==> src/design/assert_macros.svh <==
// Assertion helpers used by the parser unit.
`ifndef ASSERT_MACROS_SVH
`define ASSERT_MACROS_SVH

// The consequent must hold in the same cycle as the antecedent.
`define CHK_SAME(label, ck, rn, ante, cons) \
	label: assert property (@(posedge ck) disable iff (!(rn)) (ante) |-> (cons)) \
		else $error("assertion failed");

// The consequent must hold in the cycle after the antecedent.
`define CHK_NEXT(label, ck, rn, ante, cons) \
	label: assert property (@(posedge ck) disable iff (!(rn)) (ante) |=> (cons)) \
		else $error("assertion failed");

`endif

==> src/design/hrlp_pkg.sv <==
package hrlp_pkg;

	localparam int MAX_REQUEST_BYTES = 4096;
	localparam int POS_W = $clog2(MAX_REQUEST_BYTES + 1);
	localparam int OFFSET_W = 12;
	localparam int LENGTH_W = 13;

	localparam logic [POS_W-1:0] MAX_POS = POS_W'(MAX_REQUEST_BYTES);
	localparam logic [POS_W-1:0] METHOD_LEN = POS_W'(3);
	localparam logic [POS_W-1:0] VERSION_LEN = POS_W'(8);

	typedef enum logic [1:0] {
		TOK_METHOD  = 2'd0,
		TOK_FILE    = 2'd1,
		TOK_VERSION = 2'd2,
		TOK_DONE    = 2'd3
	} token_t;

	typedef struct packed {
		logic [7:0] data_byte;
		logic       end_of_request;
	} hrlp_in_t;

	typedef struct packed {
		logic                bad_request;
		logic                method_ok;
		logic                version_ok;
		logic [OFFSET_W-1:0] file_offset;
		logic [LENGTH_W-1:0] file_length;
		logic                too_long;
	} hrlp_out_t;

	function automatic logic [7:0] method_char(input logic [1:0] idx);
		logic [7:0] c;
		case (idx)
			2'd0: c = "G";
			2'd1: c = "E";
			2'd2: c = "T";
			default: c = 8'h00;
		endcase
		return c;
	endfunction

	function automatic logic [7:0] version_char(input logic [2:0] idx);
		logic [7:0] c;
		case (idx)
			3'd0: c = "H";
			3'd1: c = "T";
			3'd2: c = "T";
			3'd3: c = "P";
			3'd4: c = "/";
			3'd5: c = "1";
			3'd6: c = ".";
			default: c = "1";
		endcase
		return c;
	endfunction

	function automatic logic is_blank(input logic [7:0] c);
		return (c == " ") || ((c >= 8'h09) && (c <= 8'h0D));
	endfunction

endpackage

==> src/design/hrlp_core.sv <==
module hrlp_core (
	input  logic              clk,
	input  logic              arst_n,
	input  logic              step,
	input  hrlp_pkg::hrlp_in_t  item,
	output hrlp_pkg::hrlp_out_t result
);

	hrlp_pkg::token_t tn_q, tn_n;
	logic [hrlp_pkg::POS_W-1:0]    pos_q, pos_n;
	logic [hrlp_pkg::POS_W-1:0]    tl_q, tl_n;
	logic                          mm_q, mm_n;
	logic                          vm_q, vm_n;
	logic [hrlp_pkg::OFFSET_W-1:0] fs_q, fs_n;
	logic [hrlp_pkg::POS_W-1:0]    fsz_q, fsz_n;
	logic                          ov_q, ov_n;

	logic                          m_ok, v_ok;
	logic [hrlp_pkg::OFFSET_W-1:0] f_off;
	logic [hrlp_pkg::POS_W-1:0]    f_len;

	always_comb begin
		tn_n = tn_q;
		pos_n = pos_q;
		tl_n = tl_q;
		mm_n = mm_q;
		vm_n = vm_q;
		fs_n = fs_q;
		fsz_n = fsz_q;
		ov_n = ov_q;
		if (pos_q >= hrlp_pkg::MAX_POS) begin
			ov_n = 1'b1;
		end else begin
			pos_n = pos_q + hrlp_pkg::POS_W'(1);
			if (tn_q != hrlp_pkg::TOK_DONE) begin
				if (hrlp_pkg::is_blank(item.data_byte)) begin
					unique case (tn_q)
						hrlp_pkg::TOK_METHOD: begin
							if (tl_q != hrlp_pkg::METHOD_LEN) mm_n = 1'b0;
							tn_n = hrlp_pkg::TOK_FILE;
							fs_n = pos_n[hrlp_pkg::OFFSET_W-1:0];
						end
						hrlp_pkg::TOK_FILE: begin
							fsz_n = tl_q;
							tn_n = hrlp_pkg::TOK_VERSION;
						end
						hrlp_pkg::TOK_VERSION: begin
							if (tl_q != hrlp_pkg::VERSION_LEN) vm_n = 1'b0;
							tn_n = hrlp_pkg::TOK_DONE;
						end
						default: begin
							tn_n = tn_q;
						end
					endcase
					tl_n = '0;
				end else begin
					if (tn_q == hrlp_pkg::TOK_METHOD) begin
						if (tl_q >= hrlp_pkg::METHOD_LEN ||
							item.data_byte != hrlp_pkg::method_char(tl_q[1:0])) mm_n = 1'b0;
					end else if (tn_q == hrlp_pkg::TOK_VERSION) begin
						if (tl_q >= hrlp_pkg::VERSION_LEN ||
							item.data_byte != hrlp_pkg::version_char(tl_q[2:0])) vm_n = 1'b0;
					end
					if (tl_q < hrlp_pkg::MAX_POS) tl_n = tl_q + hrlp_pkg::POS_W'(1);
				end
			end
		end
	end

	always_comb begin
		m_ok = mm_n;
		v_ok = vm_n;
		f_off = fs_n;
		f_len = fsz_n;
		case (tn_n)
			hrlp_pkg::TOK_METHOD: begin
				m_ok = mm_n && (tl_n == hrlp_pkg::METHOD_LEN);
				v_ok = 1'b0;
				f_off = '0;
				f_len = '0;
			end
			hrlp_pkg::TOK_FILE: begin
				f_len = tl_n;
				v_ok = 1'b0;
			end
			hrlp_pkg::TOK_VERSION: begin
				v_ok = vm_n && (tl_n == hrlp_pkg::VERSION_LEN);
			end
			default: begin
				f_len = fsz_n;
			end
		endcase
		result.bad_request = !(m_ok && v_ok);
		result.method_ok = m_ok;
		result.version_ok = v_ok;
		result.file_offset = f_off;
		result.file_length = hrlp_pkg::LENGTH_W'(f_len);
		result.too_long = ov_n;
	end

	always_ff @(posedge clk or negedge arst_n) begin
		if (!arst_n) begin
			tn_q <= hrlp_pkg::TOK_METHOD;
			pos_q <= '0;
			tl_q <= '0;
			mm_q <= 1'b1;
			vm_q <= 1'b1;
			fs_q <= '0;
			fsz_q <= '0;
			ov_q <= 1'b0;
		end else if (step) begin
			if (item.end_of_request) begin
				tn_q <= hrlp_pkg::TOK_METHOD;
				pos_q <= '0;
				tl_q <= '0;
				mm_q <= 1'b1;
				vm_q <= 1'b1;
				fs_q <= '0;
				fsz_q <= '0;
				ov_q <= 1'b0;
			end else begin
				tn_q <= tn_n;
				pos_q <= pos_n;
				tl_q <= tl_n;
				mm_q <= mm_n;
				vm_q <= vm_n;
				fs_q <= fs_n;
				fsz_q <= fsz_n;
				ov_q <= ov_n;
			end
		end
	end

endmodule

==> src/design/http_request_line_parser_unit.sv <==
// HTTP request line parser.
// The req channel carries one byte of the request per transfer, with
// end_of_request set on the last byte. The parser splits the method, file
// and version tokens, checks the method against GET and the version against
// HTTP/1.1, and tracks the offset and length of the file token.
// The res channel carries one result per request, produced by the transfer
// of its last byte. Bytes past the size limit are not parsed and set too_long.
// Each accepted byte is held in an input register; from there the
// parser state is updated and, on a last byte, the result is written to the
// output register. The result thus passes the input register, then the output
// register, and one byte can be accepted in every cycle while req_stall is low.
// When the receiver stalls a pending result, non-final bytes still flow; only
// a last byte waits in the input register, and req_stall is raised until the
// output register is free again.
// Reset clears the parser state, the input valid and the output valid,
// so the next byte accepted starts a new request.
module http_request_line_parser_unit (
	input  logic                clk,
	input  logic                arst_n,
	input  logic                req_valid,
	output logic                req_stall,
	input  hrlp_pkg::hrlp_in_t  req_data,
	output logic                res_valid,
	input  logic                res_stall,
	output hrlp_pkg::hrlp_out_t res_data
);

	`include "assert_macros.svh"

	logic                valid_s1;
	hrlp_pkg::hrlp_in_t  item_s1;
	logic                res_valid_q;
	hrlp_pkg::hrlp_out_t res_data_q;
	hrlp_pkg::hrlp_out_t result;
	logic                out_free;
	logic                advance;

	assign out_free = !res_valid_q || !res_stall;
	assign advance = valid_s1 && (!item_s1.end_of_request || out_free);
	assign req_stall = valid_s1 && !advance;

	always_ff @(posedge clk or negedge arst_n) begin
		if (!arst_n) begin
			valid_s1 <= 1'b0;
		end else if (!req_stall) begin
			valid_s1 <= req_valid;
		end
	end

	always_ff @(posedge clk) begin
		if (req_valid && !req_stall) begin
			item_s1 <= req_data;
		end
	end

	hrlp_core u_core (
		.clk    (clk),
		.arst_n (arst_n),
		.step   (advance),
		.item   (item_s1),
		.result (result)
	);

	always_ff @(posedge clk or negedge arst_n) begin
		if (!arst_n) begin
			res_valid_q <= 1'b0;
		end else if (advance && item_s1.end_of_request) begin
			res_valid_q <= 1'b1;
		end else if (!res_stall) begin
			res_valid_q <= 1'b0;
		end
	end

	always_ff @(posedge clk) begin
		if (advance && item_s1.end_of_request) begin
			res_data_q <= result;
		end
	end

	assign res_valid = res_valid_q;
	assign res_data = res_data_q;

	`CHK_SAME(a_err_consistent, clk, arst_n, res_valid, res_data.bad_request == !(res_data.method_ok && res_data.version_ok))
	`CHK_SAME(a_mid_byte_flows, clk, arst_n, valid_s1 && !item_s1.end_of_request, !req_stall)
	`CHK_SAME(a_result_from_last, clk, arst_n, $rose(res_valid), $past(valid_s1 && item_s1.end_of_request))

endmodule

==> config.mk <==
export PLATFORM = sky130hd
export DESIGN_NAME = http_request_line_parser_unit
export DESIGN_NICKNAME = d
export VERILOG_FILES = /design/src/design/hrlp_pkg.sv /design/src/design/hrlp_core.sv /design/src/design/http_request_line_parser_unit.sv
export VERILOG_INCLUDE_DIRS = /design/src /design/src/design
export SDC_FILE = /design/constraint.sdc
export NUM_CORES = 1
export LEC_CHECK = 0
export ABC_AREA = 1
export BUFFER_PORTS_ARGS = -buffer_cell sky130_fd_sc_hd__clkbuf_2
export CELL_PAD_IN_SITES_DETAIL_PLACEMENT = 1
export CELL_PAD_IN_SITES_GLOBAL_PLACEMENT = 1
export CORE_MARGIN = 2
export CORE_UTILIZATION = 49
export DETAILED_ROUTE_END_ITERATION = 8
export GPL_ROUTABILITY_DRIVEN = 1
export PLACE_DENSITY_LB_ADDON = 0.08
export SYNTH_ARGS = -nofsm -noshare
export SYNTH_HDL_FRONTEND = slang
export SYNTH_SLANG_ARGS = --single-unit
==> constraint.sdc <==
create_clock -name clk -period 5.1 [get_ports clk]
set_clock_uncertainty 0.05 [all_clocks]
set_input_delay 0.765 -clock clk [delete_from_list [all_inputs] [get_ports clk]]
set_output_delay 0.765 -clock clk [all_outputs]
set_load 0.1 [all_outputs]
==> impl_metrics.yaml, run 1 <==
place:
  gp_congestion: 0.8474
  pre_cts_ws_ns: 2.044
  io_buffers: 43
  placed_area_sq_um: 5360
  dp_hpwl_mm: 9.681
pwr:
  switching_power_mw: 0.5834
  pwr-share-seq_pct: 51.1
  ir_drop_mv: 0.1519
  p_leak_nw: 2.483
  power_density_nw_per_um2: 304.3
  intPower_mw: 1.103
  switching_share_pct: 34.59
  power_frac_clock_pct: 28.8
  comb_power_share_pct: 20.1
  power_mw: 1.687
global_route:
  grt-ovfl-total: 0
  antenna_found_initial: 0
  use_met1_pct: 33.06
  grt_pass1_wl_mm: 22.09
  grt_pass1_vias: 4405
  grt_util_all_layers_pct: 25.24
  busiest_layer: "met2"
  use_met2_pct: 42.67
  globalRouteMet3Util_pct: 4.020
  grt_max_degree: 59
detailed_routing:
  viasPerCell: 5.552
  dr.first_iter.drc_count: 197
  vias: 4236
  routedWlPerCell_um: 17.55
  routed_wirelength_mm: 13.39
  postRouteAntennaNets: 0
  firstDrtPassIters: 4
  post-route-drc-count: 0
worst_setup_path:
  crit_type: "in -> reg"
  endpoint_kind: "flip-flop"
  critPathLaunchType: "input port"
  worst_ep_arrival_time_ns: 2.65
  path_max_fanout: 30
  worstPathRequired_ns: 5.09
clock_network:
  cts.root.buffer_cell: "clkbuf_8"
  htree_levels: 3
  cts.sink_count: 96
  cts.path.max_buffers: 2
  cts_resized: 0
  cts_buffers: 9
  hold_buffers: 0
  clkTransAtPathRegs_ns: 0.09
  post_cts_buffers: 0
  clock_latency_ns: 0.37
  tritoncts: "built"
yosys:
  async_reset_ff_share_pct: 60.42
  synth_edf_count: 38
  netlist_area_sq_um: 5055
  synthXorXnorAreaFrac_pct: 1.881
  yosys.area.top_type: "dfrtp_1"
  synth_top_family_by_area: "simple AND/OR/NAND/NOR gates"
  synth_flop_cell: "dfrtp_1"
  yosys.area_share.simple_pct: 23.51
  synth_top_area_share_pct: 27.72
  synthAdderAreaFrac_pct: 2.475
  synth.area.mux_share_pct: 0
  syn-num-nets: 608
  syn_avg_cell_area_sq_um: 8.641
  yosysSeqAreaShare_pct: 51.34
  yosys_register_bits: 96
  netlist-cell-type-count: 43
  synth_cells: 585
  ys_top_cells_by_area: "dfrtp_1 28%, edfxtp_1 23%, nand2_1 11%"
  synth_compound_area_share_pct: 13.22
  ys_warn_count: 0
cells_and_area:
  drive_gt1_share_pct: 14.04
  antennaDiodeCount: 0
  fin_area_sq_um: 5543
  layout.nets: 645
  area_growth_pct: 9.654
timing:
  slew_headroom_pct: 44.30
  worst_slew_pin_slew_ns: 0.8299
  hold_violations: 0
  slew_violations: 0
  tns_ns: 0
  period_share_pct: 52.26
  fin_crit_ns: 2.665
  setup_viol: 0
  worst_slack_ns: 2.435
  fmax_mhz: 375.2
  rsz0062_at_grt: "no"
floorplanning:
  io_pins: 44
  rows: 37
  fp.dieW_um: 105.6
  core_area_sq_um: 10180
  fp.dieH_um: 105.6
  start_util_pct: 49.63
  dieArea_sq_um: 11140
worst_hold_path:
  min_path_type: "reg -> reg"
run_status:
  status: "completed"
flow_run:
  maxCapViolations: 0
==> critical path, cell delays in order <==
cell,delay [ns]
clkbuf_2,0.08
nand2_1,0.09
inv_1,0.06
nand2_1,0.05
nand2_1,0.37
inv_1,0.15
buf_4,0.33
nand2_1,0.17
inv_1,0.19
buf_4,0.38
==> through the flow <==
stage	std cells	hold WS, ns	utilization, %
after global routing	763	0.4746	54.42
after detailed placement	747	0.4200	52.63
final	763	0.4463	54.42
after CTS	763	0.4475	54.42
after global placement	747	0.4130	52.63
after floorplan	585	0.3979	-
==> logic make-up (layout without fill, tap and decap cells) <==
family | after synthesis | in the layout
xor gates and xnor gates | 10 | 10
AOI/OAI and AO/OA | 113 | 113
adders and majority gates | 10 | 10
DFF | 96 | 96
and+or+nand+nor | 263 | 263
buffers and inverters | 93 | 135
==> layout make-up <==
type	instances	area (sq um)
sequential	96	2595
tap	136	170.2
timing repair buffer	47	245.2
multi-input combinational	396	2077
clock inverter	7	58.81
fill	1252	4642
inverter	72	272.8
clock buffer	9	123.9
==> placed cells by master (no fill, tap or decap), types with 2 or more instances in the layout <==
cell	synthesis	layout
inv_1	69	69
nand2_4	3	3
dfrtp_1	56	56
o21ai_0	28	27
a21oi_1	6	6
nand4_1	13	13
nand3_2	3	3
clkbuf_2	2	43
o21ai_1	19	20
nor2_1	52	52
o22ai_1	50	50
edfxtp_1	38	38
inv_6	0	4
xor2_1	7	7
a21oi_2	2	2
nand3_4	2	2
ha_1	10	10
buf_4	0	4
o21ai_2	2	2
nor2_2	2	2
clkbuf_8	0	9
dfstp_2	2	2
nand2_1	144	144
nor2_4	2	2
nand3_1	28	28
xnor2_1	2	2
nor3_1	8	8
nand3b_1	2	2
==> Yosys cell counts (6+ instances only) <==
master / n
nand2_1: 144
a21oi_1: 6
nand4_1: 13
inv_1: 69
ha_1: 10
nand3_1: 28
nor2_1: 52
o22ai_1: 50
o21ai_0: 28
clkbuf_1: 10
nor3_1: 8
edfxtp_1: 38
dfrtp_1: 56
o21ai_1: 19
xor2_1: 7
==> flip-flops by register name, summed over array words and instances (netlist names), 2 cells and up <==
register	cells
res_data	29
u_core.tl_q	13
u_core.fsz_q	13
u_core.pos_q	13
u_core.tn_q	2
item_s1	9
u_core.fs_q	12
==> final timing paths <==
path	startpoint	end	slack, ns	cells past startpoint
setup / recovery	res_stall	res_data[4]	2.43	10
hold / removal	u_core.fs_q[2]	u_core.fs_q[2]	0.45	2
setup reg to reg	u_core.tl_q[1]	res_data[28]	2.45	12
hold reg to reg	u_core.fs_q[2]	u_core.fs_q[2]	0.45	2
max in group asynchronous	arst_n	valid_s1	3.98	2
min in group asynchronous	arst_n	u_core.tl_q[9]	0.48	2
==> layer usage <==
layer  vias to the layer above  share of wire [%]  wire length [um]
met1                      2081                 45              6060
li1                       2045                  -                 -
met2                        86                 49              6587
met4                         0                2.0               274
met5                         -                  0                 0
met3                        24                3.5               465
==> power groups by stage <==
stage	Combinational (mW)	Clock (mW)	Sequential [mW]
floorplan	0.184	0	0.941
global placement	0.327	0	0.877
detailed placement	0.338	0	0.878
CTS	0.340	0.495	0.862
global route	0.376	0.523	0.866
finish	0.338	0.486	0.862
(Power assumes the default switching activity.)
==> inputs of run 2 (changes only) <==
--- a/config.mk
+++ b/config.mk
@@ -11,7 +11,7 @@
 export CELL_PAD_IN_SITES_DETAIL_PLACEMENT = 1
 export CELL_PAD_IN_SITES_GLOBAL_PLACEMENT = 1
 export CORE_MARGIN = 2
-export CORE_UTILIZATION = 49
+export CORE_UTILIZATION = 45
 export DETAILED_ROUTE_END_ITERATION = 8
 export GPL_ROUTABILITY_DRIVEN = 1
 export PLACE_DENSITY_LB_ADDON = 0.08
==> constraint.sdc (replaced) <==
create_clock -name clk -period 2.5 [get_ports clk]
set_clock_uncertainty 0.05 [all_clocks]
set_input_delay 0.375 -clock clk [delete_from_list [all_inputs] [get_ports clk]]
set_output_delay 0.375 -clock clk [all_outputs]
set_load 0.1 [all_outputs]
==> run 2 against run 1 <==
  * Final cell count is 2.5% higher
  * Setup slack worse by 2.3 ns
  * Worst hold slack worse by 0.35 ns
  * Combinational power is 110% higher
  * Non-clock buffer count is 15 higher
  * First-iteration DRC count is 13% higher
  * Via count is 3.3% higher
  * Core utilization is 2.3 points lower
  * Final area is 2.3% higher
  * Wire length is 5.6% higher
  * Critical path type is now reg -> reg
  * Largest power group unchanged
  * Highest routed layer unchanged
==> impl_metrics.yaml, run 2 (synthesized netlist as in run 1, its figures left out) <==
run_status:
  status: "completed"
worst_setup_path:
  worstPathRequired_ns: 2.61
  critical_path_buf_inv_count: 1
  crit_type: "reg -> reg"
  worst_ep_arrival_time_ns: 2.48
  cp_top_family: "compound AO/OA/AOI/OAI gates"
  critPathLaunchType: "flip-flop"
  ff2ff_path_depth: 12
  cp_num_cells: 12
  critPathSlowestCell: "dfrtp_2"
  path_max_fanout: 7
  crit_top_cell: "nand2_1"
  endpoint_kind: "flip-flop"
  path_cells: "inv_1 -> ha_1 -> o21ai_1 -> nand2_1 -> a21oi_1 -> nand2_1 -> nor2_1 -> nand3_1 -> nand2_1 -> nand3_1 -> a21oi_2 -> nand2_1"
  slowest_delay_ns: 0.45
detailed_routing:
  vias: 4376
  routed_wirelength_mm: 14.13
  routedWlPerCell_um: 18.07
  viasPerCell: 5.596
  dr.first_iter.drc_count: 222
  post-route-drc-count: 0
  firstDrtPassIters: 4
  postRouteAntennaNets: 0
global_route:
  antenna_found_initial: 0
  grt_util_all_layers_pct: 25.10
  grt_pass1_vias: 4528
  grt-ovfl-total: 0
  grt_max_degree: 41
  grt_pass1_wl_mm: 22.86
floorplanning:
  dieArea_sq_um: 12100
  fp.dieW_um: 110.0
  start_util_pct: 46.43
  rows: 38
  fp.dieH_um: 110.0
  core_area_sq_um: 10890
  io_pins: 44
clock_network:
  cts.root.buffer_cell: "clkbuf_8"
  clock_latency_ns: 0.39
  tritoncts: "built"
  clkTransAtPathRegs_ns: 0.10
  cts.path.max_buffers: 2
  post_cts_buffers: 0
  cts.sink_count: 96
  htree_levels: 3
  cts_buffers: 9
timing:
  period_share_pct: 95.10
  hold_violations: 0
  worst_slack_ns: 0.1226
  fin_crit_ns: 2.377
  fmax_mhz: 420.6
  slew_headroom_pct: 55.98
  slew_violations: 0
  worst_slew_pin_slew_ns: 0.6579
  rsz0062_at_grt: "no"
  setup_viol: 0
  tns_ns: 0
pwr:
  power_mw: 3.474
  intPower_mw: 2.268
  switching_share_pct: 34.71
  power_density_nw_per_um2: 612.4
  comb_power_share_pct: 20.8
  p_leak_nw: 2.539
  power_frac_clock_pct: 28.6
  pwr-share-seq_pct: 50.5
  switching_power_mw: 1.206
  ir_drop_mv: 0.3233
cells_and_area:
  fillers: 1352
  area_growth_pct: 12.23
  largest_register_ffs: 29
  drive_gt1_share_pct: 16.20
  layout.nets: 660
  final_cell_mix: "144 x nand2_1, 69 x inv_1, 53 x dfrtp_1"
  stdcell_count: 782
  final_common_cell: "nand2_1"
  antennaDiodeCount: 0
place:
  io_buffers: 43
  dp_hpwl_mm: 10.31
  pre_cts_ws_ns: -0.01059
  gp_congestion: 0.8650
  dpl.cell_count: 765
worst_hold_path:
  min_path_type: "in -> reg"
  min_path_cells: 1
flow_run:
  maxCapViolations: 0
run 2: cell count changes in the layout (fill, tap and decap cells not counted), moves of 2 or more:
| cell | change |
|---|---|
| buf_4 | +14 |
| inv_6 | -4 |
| dfrtp_1 | -3 |
| dfrtp_2 | +3 |
| clkinvlp_4 | +2 |
run 2: metrics by stage:
stage / hold slack [ns] / area (sq um) / utilization, %
final: 0.1010 / 5673 / 52.10
after global routing: 0.09202 / 5673 / 52.10
after CTS: 0.08508 / 5663 / 52.01
after detailed placement: 0.2950 / 5472 / 50.25
after global placement: 0.2972 / 5472 / 50.25
after floorplan: 0.02941 / 5056 / -
run 2: path summary, 6_finish.rpt:
kind | startpoint | to | slack, ns
max in group asynchronous | arst_n | u_core.vm_q | 1.27
worst min-delay path | req_data[3] | item_s1[3] | 0.10
min in group asynchronous | arst_n | u_core.fsz_q[8] | 0.41
worst max register to register | u_core.tl_q[0] | res_data[28] | 0.12
worst min register to register | u_core.vm_q | u_core.vm_q | 0.45
worst max-delay path | u_core.tl_q[0] | res_data[28] | 0.12
run 2: final cells by class:
class | instances | area (sq um) | share of cell area [%]
repair buffers | 62 | 360.3 | 6.352
flip-flops and latches | 96 | 2599 | 45.81
inverters | 72 | 272.8 | 4.808
clock inverters | 6 | 53.80 | 0.9484
well taps | 140 | 175.2 | 3.088
clock buffers | 10 | 127.6 | 2.250
multi-input cells | 396 | 2085 | 36.74
run 2: repair_timing:
item                       in CTS  in global routing
gates resized for setup         1                  4
pin swaps                       0                  1
setup endpoints to repair       1                  4
hold buffers                    1                  0
hold endpoints to repair       15                  0
run 2: per-layer routing:
metal | routed length (um) | vias to the layer above | part of all wire [%] | track usage, %
met3 | 487 | 18 | 3.4 | 2.939
met5 | 0 | - | 0 | 0
met4 | 257 | 0 | 1.8 | 10.58
met2 | 6821 | 85 | 48 | 41.76
met1 | 6566 | 2194 | 46 | 33.22
li1 | - | 2079 | - | -
run 2: power groups by stage:
stage | clock network, mW | registers, mW | logic [mW]
final | 0.995 | 1.76 | 0.723
after CTS | 1.02 | 1.75 | 0.717
after floorplan | 0 | 1.92 | 0.376
after global placement | 0 | 1.78 | 0.694
after detailed placement | 0 | 1.79 | 0.708
after global routing | 1.08 | 1.76 | 0.791
==> inputs of run 3 (changes only) <==
==> constraint.sdc (replaced) <==
create_clock -name clk -period 2.5 [get_ports clk]
set_clock_uncertainty 0.05 [all_clocks]
set_input_delay 0.5 -clock clk [delete_from_list [all_inputs] [get_ports clk]]
set_output_delay 0.5 -clock clk [all_outputs]
set_load 0.1 [all_outputs]
==> run 3 against run 2 <==
  * Maximum frequency shrank 1.6%
  * Via count decreased by 1.8%
  * Clock power shrank 6.6%
  * Core utilization increased by 0.15 points
  * Worst hold slack got worse by 0.029 ns
  * Critical path depth unchanged
  * Power down 1.1%
  * Non-clock buffer count is 1 lower
  * Global-route usage decreased by 0.94 points
  * Count of clock-buffer cells in the layout up 2
  * Sequential share of layout area shrank 0.11 points
  * Register-to-register slack got worse by 0.04 ns
  * Critical endpoint unchanged
  * Largest power group unchanged
  * Highest routed layer unchanged
==> impl_metrics.yaml, run 3 (synthesized netlist as in run 1, its figures left out) <==
clock_network:
  htree_levels: 3
  cts.root.buffer_cell: "clkbuf_8"
  cts_buffers: 9
  cts.sink_count: 96
  hold_buffers: 0
  tritoncts: "built"
  clkTransAtPathRegs_ns: 0.09
  cts.path.max_buffers: 2
  clock_latency_ns: 0.38
detailed_routing:
  vias: 4298
  met2WireLength_mm: 6.497
  routed_wirelength_mm: 13.53
  dr_wl_met3_um: 445
  viasPerCell: 5.503
  postRouteAntennaNets: 0
  dr.first_iter.drc_count: 246
  firstDrtPassIters: 4
  top_layer_used: "met4"
  drt-met1-wl_mm: 6.407
  post-route-drc-count: 0
  routedWlPerCell_um: 17.33
place:
  dp_hpwl_mm: 9.571
  dpl.cell_count: 762
  gp_congestion: 0.8929
  io_buffers: 43
  pre_cts_ws_ns: 0.04520
cells_and_area:
  area_growth_pct: 12.55
  drive_gt1_share_pct: 16.85
  stdcell_count: 781
  fillers: 1328
  layout.nets: 659
  largest_register_ffs: 29
  antennaDiodeCount: 0
  final_cell_mix: "144 x nand2_1, 68 x inv_1, 52 x dfrtp_1"
  final_core_util_pct: 52.25
  final_common_cell: "nand2_1"
worst_hold_path:
  min_path_type: "in -> async"
timing:
  worst_slew_pin_slew_ns: 0.5822
  setup_viol: 0
  fin_crit_ns: 2.416
  fmax_mhz: 413.9
  hold_violations: 0
  period_share_pct: 96.65
  slew_violations: 0
  slew_headroom_pct: 61.35
  whs_ns: 0.07217
  worst_slack_ns: 0.08370
global_route:
  grt_max_degree: 59
  antenna_found_initial: 0
  grt_pass1_vias: 4421
  grt_util_all_layers_pct: 24.16
  grt_pass1_wl_mm: 22.29
  grt-ovfl-total: 0
worst_setup_path:
  worstPathRequired_ns: 2.59
  crit_top_cell: "nand2_1"
  endpoint_kind: "flip-flop"
  path_max_fanout: 7
  critPathLaunchType: "flip-flop"
  worst_ep_arrival_time_ns: 2.50
  crit_type: "reg -> reg"
  critPathSlowestCell: "dfrtp_2"
  path_cells: "clkinvlp_4 -> ha_2 -> o21ai_1 -> nand2_1 -> a21oi_1 -> nand2_1 -> nor2_1 -> nand3_1 -> nand2_1 -> nand3_1 -> a21oi_2 -> nand2_1"
  slowest_delay_ns: 0.46
  ff2ff_setup_slack_ns: 0.08
floorplanning:
  core_area_sq_um: 10890
  rows: 38
  start_util_pct: 46.43
  fp.dieH_um: 110.0
  fp.dieW_um: 110.0
  dieArea_sq_um: 12100
  io_pins: 44
flow_run:
  maxCapViolations: 0
run_status:
  status: "completed"
pwr:
  ir_drop_mv: 0.2984
  p_leak_nw: 2.538
  power_density_nw_per_um2: 603.7
## run 3: cell types whose count changed in the layout (fill, tap and decap cells not counted), sizes merged
cell	change
inv	-2
dlygate4sd3	-1
clkinv	+1
clkbuf	+2
clkinvlp	-1
## run 3: path summary, 6_finish.rpt
kind	from	end	cells after the start
max in group asynchronous	arst_n	u_core.vm_q	2
worst max register to register	u_core.tl_q[0]	res_data[28]	12
worst max-delay path	u_core.tl_q[0]	res_data[28]	12
min in group clk	req_data[0]	item_s1[0]	1
worst min-delay path	arst_n	u_core.fsz_q[1]	2
worst min register to register	u_core.vm_q	u_core.vm_q	2
## run 3: what timing repair did
action,CTS,global route
gates resized for setup,1,9
setup buffers,0,3
setup endpoints to repair,1,2
pin swaps,0,1
## run 3: power by group
group | leakage [nW] | switching [mW] | total [mW] | internal [mW]
clock network | 0.0810 | 0.562 | 0.929 | 0.367
logic | 1.30 | 0.543 | 0.747 | 0.204
registers | 1.15 | 0.0554 | 1.76 | 1.70
## run 3: worst max-delay path: cells and delay by family, from the launching register on
family	cells	cell delay (ns)
AND/OR/NAND/NOR	7	0.61
flip-flops	1	0.46
AO/OA/AOI/OAI	3	0.60
buffers and inverters	1	0.19
adder cells (fa/ha/maj)	1	0.27
## run 3: cell type report
cell class                      count  area, sq um  area share, %
Clock inverter                      4        30.03         0.5278
Sequential cell                    96         2600          45.70
Clock buffer                       12        135.1          2.375
Tap cell                          140        175.2          3.079
Multi-Input combinational cell    396         2097          36.86
Inverter                           72        276.5          4.860
Timing Repair Buffer               61        375.4          6.598
## run 3: routing by layer
layer	up-vias	global-route usage, %
li1	2080	-
met1	2112	32.36
met5	-	0
met3	17	3.292
met2	89	40.18
met4	0	8.499
## run 3: metrics by stage
step                      TNS [ns]  power [mW]  cell area (sq um)
after floorplan                  0       2.295               5056
after global placement           0       2.480               5474
after detailed placement         0       2.494               5474
after CTS                        0       3.420               5640
after global routing      -0.02392       3.594               5689
final                            0       3.435               5689
